`config.mk`:
```
export PLATFORM = sky130hd
export DESIGN_NAME = udiv64_step
export DESIGN_NICKNAME = d
export VERILOG_FILES = /design/src/design/unsigned_64bit_divider_core_assert.svh /design/src/design/udiv64_pkg.sv /design/src/design/udiv64_step.sv
export SDC_FILE = /design/constraint.sdc
export NUM_CORES = 1
export LEC_CHECK = 0
export BUFFER_PORTS_ARGS = -buffer_cell sky130_fd_sc_hd__buf_2
export CAP_MARGIN = 20
export CORE_MARGIN = 8
export CORE_UTILIZATION = 47
export DETAILED_ROUTE_END_ITERATION = 6
export PLACE_DENSITY = 0.84
export SLEW_MARGIN = 20
export SYNTH_ARGS = -nofsm -noshare
export SYNTH_HDL_FRONTEND = slang
export SYNTH_SLANG_ARGS = --single-unit
```
`constraint.sdc`:
```
create_clock -name vclk -period 5.26
set_input_delay 0.789 -clock vclk [all_inputs]
set_output_delay 0.789 -clock vclk [all_outputs]
set_load 0.1 [all_outputs]
```
`src/design/unsigned_64bit_divider_core_assert.svh`:
```
// Assertion macros for the divider core.
`ifndef UNSIGNED_64BIT_DIVIDER_CORE_ASSERT_SVH
`define UNSIGNED_64BIT_DIVIDER_CORE_ASSERT_SVH

`ifndef SYNTHESIS

`define UDIV_ASSERT_IMPLY(label, clk, rst_n, ante, cons, msg) \
	label: assert property (@(posedge clk) disable iff (!(rst_n)) (ante) |-> (cons)) \
		else $error(msg);

`define UDIV_ASSERT_DELAY(label, clk, rst_n, ante, dly, cons, msg) \
	label: assert property (@(posedge clk) disable iff (!(rst_n)) (ante) |-> ##(dly) (cons)) \
		else $error(msg);

`else

`define UDIV_ASSERT_IMPLY(label, clk, rst_n, ante, cons, msg)

`define UDIV_ASSERT_DELAY(label, clk, rst_n, ante, dly, cons, msg)

`endif

`endif

```
`src/design/udiv64_pkg.sv`:
```
package udiv64_pkg;

	localparam int unsigned DATA_WIDTH_DEF = 64;

	typedef struct packed {
		logic valid;
		logic dbz;
	} ctrl_t;

endpackage

```
`src/design/udiv64_step.sv`:
```
module udiv64_step
	import udiv64_pkg::*;
#(
	parameter int unsigned DATA_WIDTH = DATA_WIDTH_DEF
) (
	input  logic [DATA_WIDTH-1:0] part,
	input  logic [DATA_WIDTH-1:0] dq,
	input  logic [DATA_WIDTH-1:0] divisor,
	output logic [DATA_WIDTH-1:0] part_next,
	output logic [DATA_WIDTH-1:0] dq_next
);

	logic                  carry;
	logic [DATA_WIDTH-1:0] shifted;
	logic [DATA_WIDTH:0]   diff;
	logic                  take;

	// Shift the next dividend bit in; the bit shifted out acts as a carry.
	assign carry   = part[DATA_WIDTH-1];
	assign shifted = {part[DATA_WIDTH-2:0], dq[DATA_WIDTH-1]};
	assign diff    = {carry, shifted} - {1'b0, divisor};
	// No borrow means the widened remainder is not less than the divisor.
	assign take    = ~diff[DATA_WIDTH];

	always_comb begin
		part_next = take ? diff[DATA_WIDTH-1:0] : shifted;
		dq_next   = {dq[DATA_WIDTH-2:0], take};
	end

endmodule

```
==> reports/metrics.csv, run 1 <==
stage,metric,value,unit
status,outcome,finished clean,
floorplan,row count,40,
detailed_routing,DRT antenna net count,0,
worst_setup_path,crit path kind,in -> out,
detailed_routing,vias per inst,5.82,
min_path,worst hold start,dq[19],
place,input/output buffers,194,
min_path,Tightest Hold Check Type,in -> out,
pwr,Leak,3.59,nW
synth,top area cells in the synthesized netlist,"mux2_4, ha_1, buf_4",
place,hpwl dp,15.3,mm
finish,clock buffers,0,
timing,"Hold Vio Cnt, Final",0,
synth,YS warnings,0,
worst_setup_path,"Largest stage delay, worst path",0.41,ns
floorplan,Die Area,0.0158,mm^2
timing,Slew Limit Fails,0,
timing,worst-margin pin slew,0.621,ns
worst_setup_path,critical path arrival,4.26,ns
timing,# setup viols final,0,
detailed_routing,WL final,17.8,mm
worst_setup_path,Crit path required time,4.47,ns
worst_setup_path,CP Cell Sequence,"buf_2, inv_1, ha_1, fa_1, and2b_1, o211ai_1, a31o_1, o21ai_2, a41oi_2, a211o_1, a21oi_2, nor3_1, nor3_4, clkinv_2, buf_12, mux2_4, clkbuf_4",
detailed_routing,wire per inst,17.2,um
finish,sequential cell area,0,um^2
floorplan,Top Ports,320,
detailed_routing,initial drt markers,540,
detailed_routing,Detailed Routing Iterations Pass 1,5,
worst_setup_path,slowest CP cell,fa_1,
global_route,largest net degree at the start of global routing,35,
pwr,maximum vdd drop,0.000337,V
timing,Tcrit/Tclk final,95.9,%
timing,Final min period,5.04,ns
synth,cells after synthesis,786,
place,GPL Wtd Cong,0.930,
floorplan,Initial Util,47.6,%
worst_setup_path,family with the most delay on the worst path,compound AO/OA/AOI/OAI gates,
run,maxcap violations,0,
worst_setup_path,Worst Path Buf+Inv,5,
synth,post-synth top area share,15.7,%
worst_setup_path,Startpoint Class,primary input,
floorplan,die height,126,um
synth,Post-Synthesis Net Count,1043,
timing,Max Fclk,198,MHz
finish,seq_cells,0,
synth,Synth area leader,mux2_4,
synth,Synth cell types,62,
global_route,Congestion Overflow GR,0,
finish,Nets,1145,
finish,layout cell share with drive strength beyond 1,31.2,%
detailed_routing,total vias in the final route,6018,
synth,most frequent cells after synthesis,"a21oi_1, inv_1, buf_4, ha_1, mux2_4",
global_route,initial antenna violation count,3,
synth,"Seq/Total Area, Yosys",0,%
worst_setup_path,crit-path max FO,34,
floorplan,chip width,126,um
synth,Avg Synthesized Cell Area,7.19,um^2
clocking,hold_buf cts,0,
detailed_routing,DRC,0,
worst_setup_path,Critical Path Source,dq[63],
pwr,pwr/cell area,301,mW/mm^2
global_route,GRT Util Overall,20.9,%
timing,worst hold slack,1.58,ns
worst_setup_path,Crit. End Element,primary output,
global_route,first-pass GRT wire length,28.6,mm
synth,cell area after synthesis,0.00565,mm^2
floorplan,core area,0.0119,mm^2
timing,max_slew headroom,58.1,%
global_route,via count of the first global-routing pass,6059,
finish,Post-Route Utilization,58.1,%
finish,Layout area overhead,21.9,%
cell usage in the layout, fill, tap and decap left out, drive strengths merged, types with 4 or more instances in the layout:
cell type and count:
nand2 56, ha 64, a21o 29, nand3 16, xor2 24, nor2 32
inv 84, o21bai 9, and3 10, a211oi 11, o21ai 42, buf 200
o21a 6, nand2b 4, xnor2 36, nor2b 5, nor3 15, nor4 6
o31ai 5, mux2 62, a21oi 85, a31oi 12, o211ai 8, nand4 19
repair_timing:
action | in CTS | in global routing
buffers inserted | 0 | 0
endpoints found under the setup margin | 0 | 23
resized for setup | 0 | 43
layer usage:
metal	track usage, %	part of all wire (%)	vias up	wire length, um
met5	0	0.15	-	27
met4	6.30	2.8	4	492
met3	5.06	8.6	54	1520
met2	37.5	48	295	8590
met1	23.8	40	2713	7180
li1	-	-	2952	-
metrics by stage:
stage / TNS (ns) / cell area, um^2 / total power, W / std cells / setup WS, ns
2_1_floorplan: -0.432 / 5650 / 0.00172 / 786 / -0.216
3_3_place_gp: 0 / 6830 / 0.00202 / 1033 / 0.293
3_5_place_dp: 0 / 6830 / 0.00204 / 1033 / 0.161
4_1_cts: 0 / 6830 / 0.00204 / 1033 / 0.145
5_1_grt: -0.00768 / 6890 / 0.00216 / 1034 / -0.00477
6_report: 0 / 6890 / 0.00207 / 1034 / 0.215
logic make-up (layout without fill, tap and decap cells):
logic type / Yosys count / in the layout / synth area share [%]
muxes: 65 / 65 / 16.8
buffers and inverters: 188 / 288 / 17.8
AOI/OAI and AO/OA: 234 / 234 / 26.2
adders and majority gates: 65 / 65 / 14.5
other: 0 / 1 / 0
and+or+nand+nor: 174 / 174 / 15.3
xor gates and xnor gates: 60 / 60 / 9.30
final timing paths:
kind / to / slack [ns] / cells past startpoint
setup / recovery: part_next[48] / 0.22 / 17
hold / removal: dq_next[20] / 1.58 / 0
where the power goes:
group          leakage (nW)  switching (W)     internal (W)         total, W
logic                  3.59        0.00134         0.000732          0.00207
registers                 0              0                0                0
clock network    0.00000634              0  0.0000000000255  0.0000000000255
layout make-up:
| class | count | area [um^2] |
|---|---|---|
| fill | 1048 | 4970 |
| multi-input combinational | 598 | 4640 |
| timing repair buffer | 203 | 1740 |
| inverter | 85 | 320 |
| tap | 147 | 184 |
| antenna | 1 | 2.50 |
Power figures use the tool's default switching activity.
==> run 2, diff against run 1 <==
==> constraint.sdc (replaced) <==
create_clock -name vclk -period 5.26
set_input_delay 0.526 -clock vclk [all_inputs]
set_output_delay 0.526 -clock vclk [all_outputs]
set_load 0.1 [all_outputs]
==> reports/metrics.csv, run 2 (synthesized netlist as in run 1, its figures left out) <==
stage,metric,value,unit
finish,"most common cell after layout, fill and taps aside",buf_2,
finish,seq_cells,0,
timing,Slew Limit Fails,0,
timing,"Hold Vio Cnt, Final",0,
finish,clock buffers,0,
floorplan,row count,40,
worst_setup_path,Startpoint Class,primary input,
detailed_routing,initial drt markers,380,
timing,# setup viols final,0,
timing,setup TNS,0,ns
global_route,Congestion Overflow GR,0,
worst_setup_path,Crit path required time,4.73,ns
global_route,via count of the first global-routing pass,5964,
global_route,first-pass GRT wire length,28.6,mm
finish,most frequent cells in the layout,"buf_2, inv_1, a21oi_1, ha_1, mux2_4",
timing,Tcrit/Tclk final,90.4,%
floorplan,Top Ports,320,
global_route,largest net degree at the start of global routing,48,
finish,layout cell share with drive strength beyond 1,30.6,%
global_route,initial antenna violation count,4,
timing,max_slew headroom,52.4,%
detailed_routing,Detailed Routing Iterations Pass 1,5,
worst_setup_path,"Largest stage delay, worst path",0.42,ns
finish,Nets,1138,
detailed_routing,WL final,17.4,mm
floorplan,die height,126,um
worst_setup_path,slowest CP cell,buf_2,
run,maxcap violations,0,
floorplan,core area,0.0119,mm^2
worst_setup_path,crit-path max FO,47,
worst_setup_path,Worst Path Buf+Inv,5,
place,input/output buffers,194,
worst_setup_path,crit path kind,in -> out,
finish,sequential cell area,0,um^2
clocking,post-CTS setup buffers,0,
worst_setup_path,Crit. End Element,primary output,
floorplan,chip width,126,um
timing,Final min period,4.76,ns
detailed_routing,DRC,0,
place,GPL Wtd Cong,0.930,
finish,Post-Route Utilization,56.2,%
pwr,maximum vdd drop,0.000366,V
floorplan,Initial Util,47.6,%
timing,Max Fclk,210,MHz
worst_setup_path,family with the most delay on the worst path,compound AO/OA/AOI/OAI gates,
worst_setup_path,CP Cell Sequence,"buf_2, inv_1, ha_1, fa_1, and2b_1, o211ai_1, a31o_1, o21ai_2, a41oi_2, a211o_1, a21oi_2, nor3_1, nor3_4, clkinv_2, buf_12, mux2_4, buf_2",
pwr,pwr/cell area,298,mW/mm^2
detailed_routing,DRT antenna net count,0,
pwr,Leak,3.49,nW
finish,Layout area overhead,17.9,%
detailed_routing,vias per inst,5.79,
detailed_routing,wire per inst,16.9,um
status,outcome,finished clean,
min_path,Tightest Hold Check Type,in -> out,
worst_setup_path,critical path arrival,4.23,ns
floorplan,Die Area,0.0158,mm^2
worst_setup_path,"most used cell, CP",buf_2,
place,hpwl dp,15.3,mm
clocking,hold_buf cts,0,
detailed_routing,total vias in the final route,5947,
timing,worst-margin pin slew,0.708,ns
clocking,Post-CTS Resized,0,
global_route,GRT Util Overall,20.7,%
timing,RSZ-0062 raised after global routing,false,
[run 2: worst paths after layout]
| path | start | depth (start not counted) | to |
|---|---|---|---|
| max | dq[63] | 17 | part_next[59] |
| min | dq[19] | 0 | dq_next[20] |
[run 2: per-layer routing]
layer	up-vias	wire, um	global-route usage (%)
met5	-	26	0
met4	4	335	5.37
met3	42	1500	5.15
met2	269	8430	37.1
met1	2709	7100	24.0
li1	2923	-	-
[run 2: final cells by class]
class	instances	area, um^2
diodes	2	5.00
multi-input cells	598	4640
well taps	147	184
fillers	1083	5200
inverters	85	320
repair buffers	196	1510
[run 2: report_power, final]
part,switching (W),total (W),internal [W]
Combinational,0.00132,0.00199,0.000663
Sequential,0,0,0
Clock,0,0.0000000000509,0.0000000000509
[run 2: metrics by stage]
| step | total power [W] | std cells | cell area [um^2] | setup slack (ns) | hold WS [ns] |
|---|---|---|---|---|---|
| final | 0.00199 | 1028 | 6660 | 0.503 | 1.05 |
| after CTS | 0.00199 | 1026 | 6660 | 0.497 | 1.05 |
| after floorplan | 0.00172 | 786 | 5650 | 0.310 | 1.26 |
| after global placement | 0.00197 | 1026 | 6660 | 0.677 | 1.05 |
| after global routing | 0.00208 | 1028 | 6660 | 0.270 | 1.05 |
| after detailed placement | 0.00198 | 1026 | 6660 | 0.510 | 1.05 |
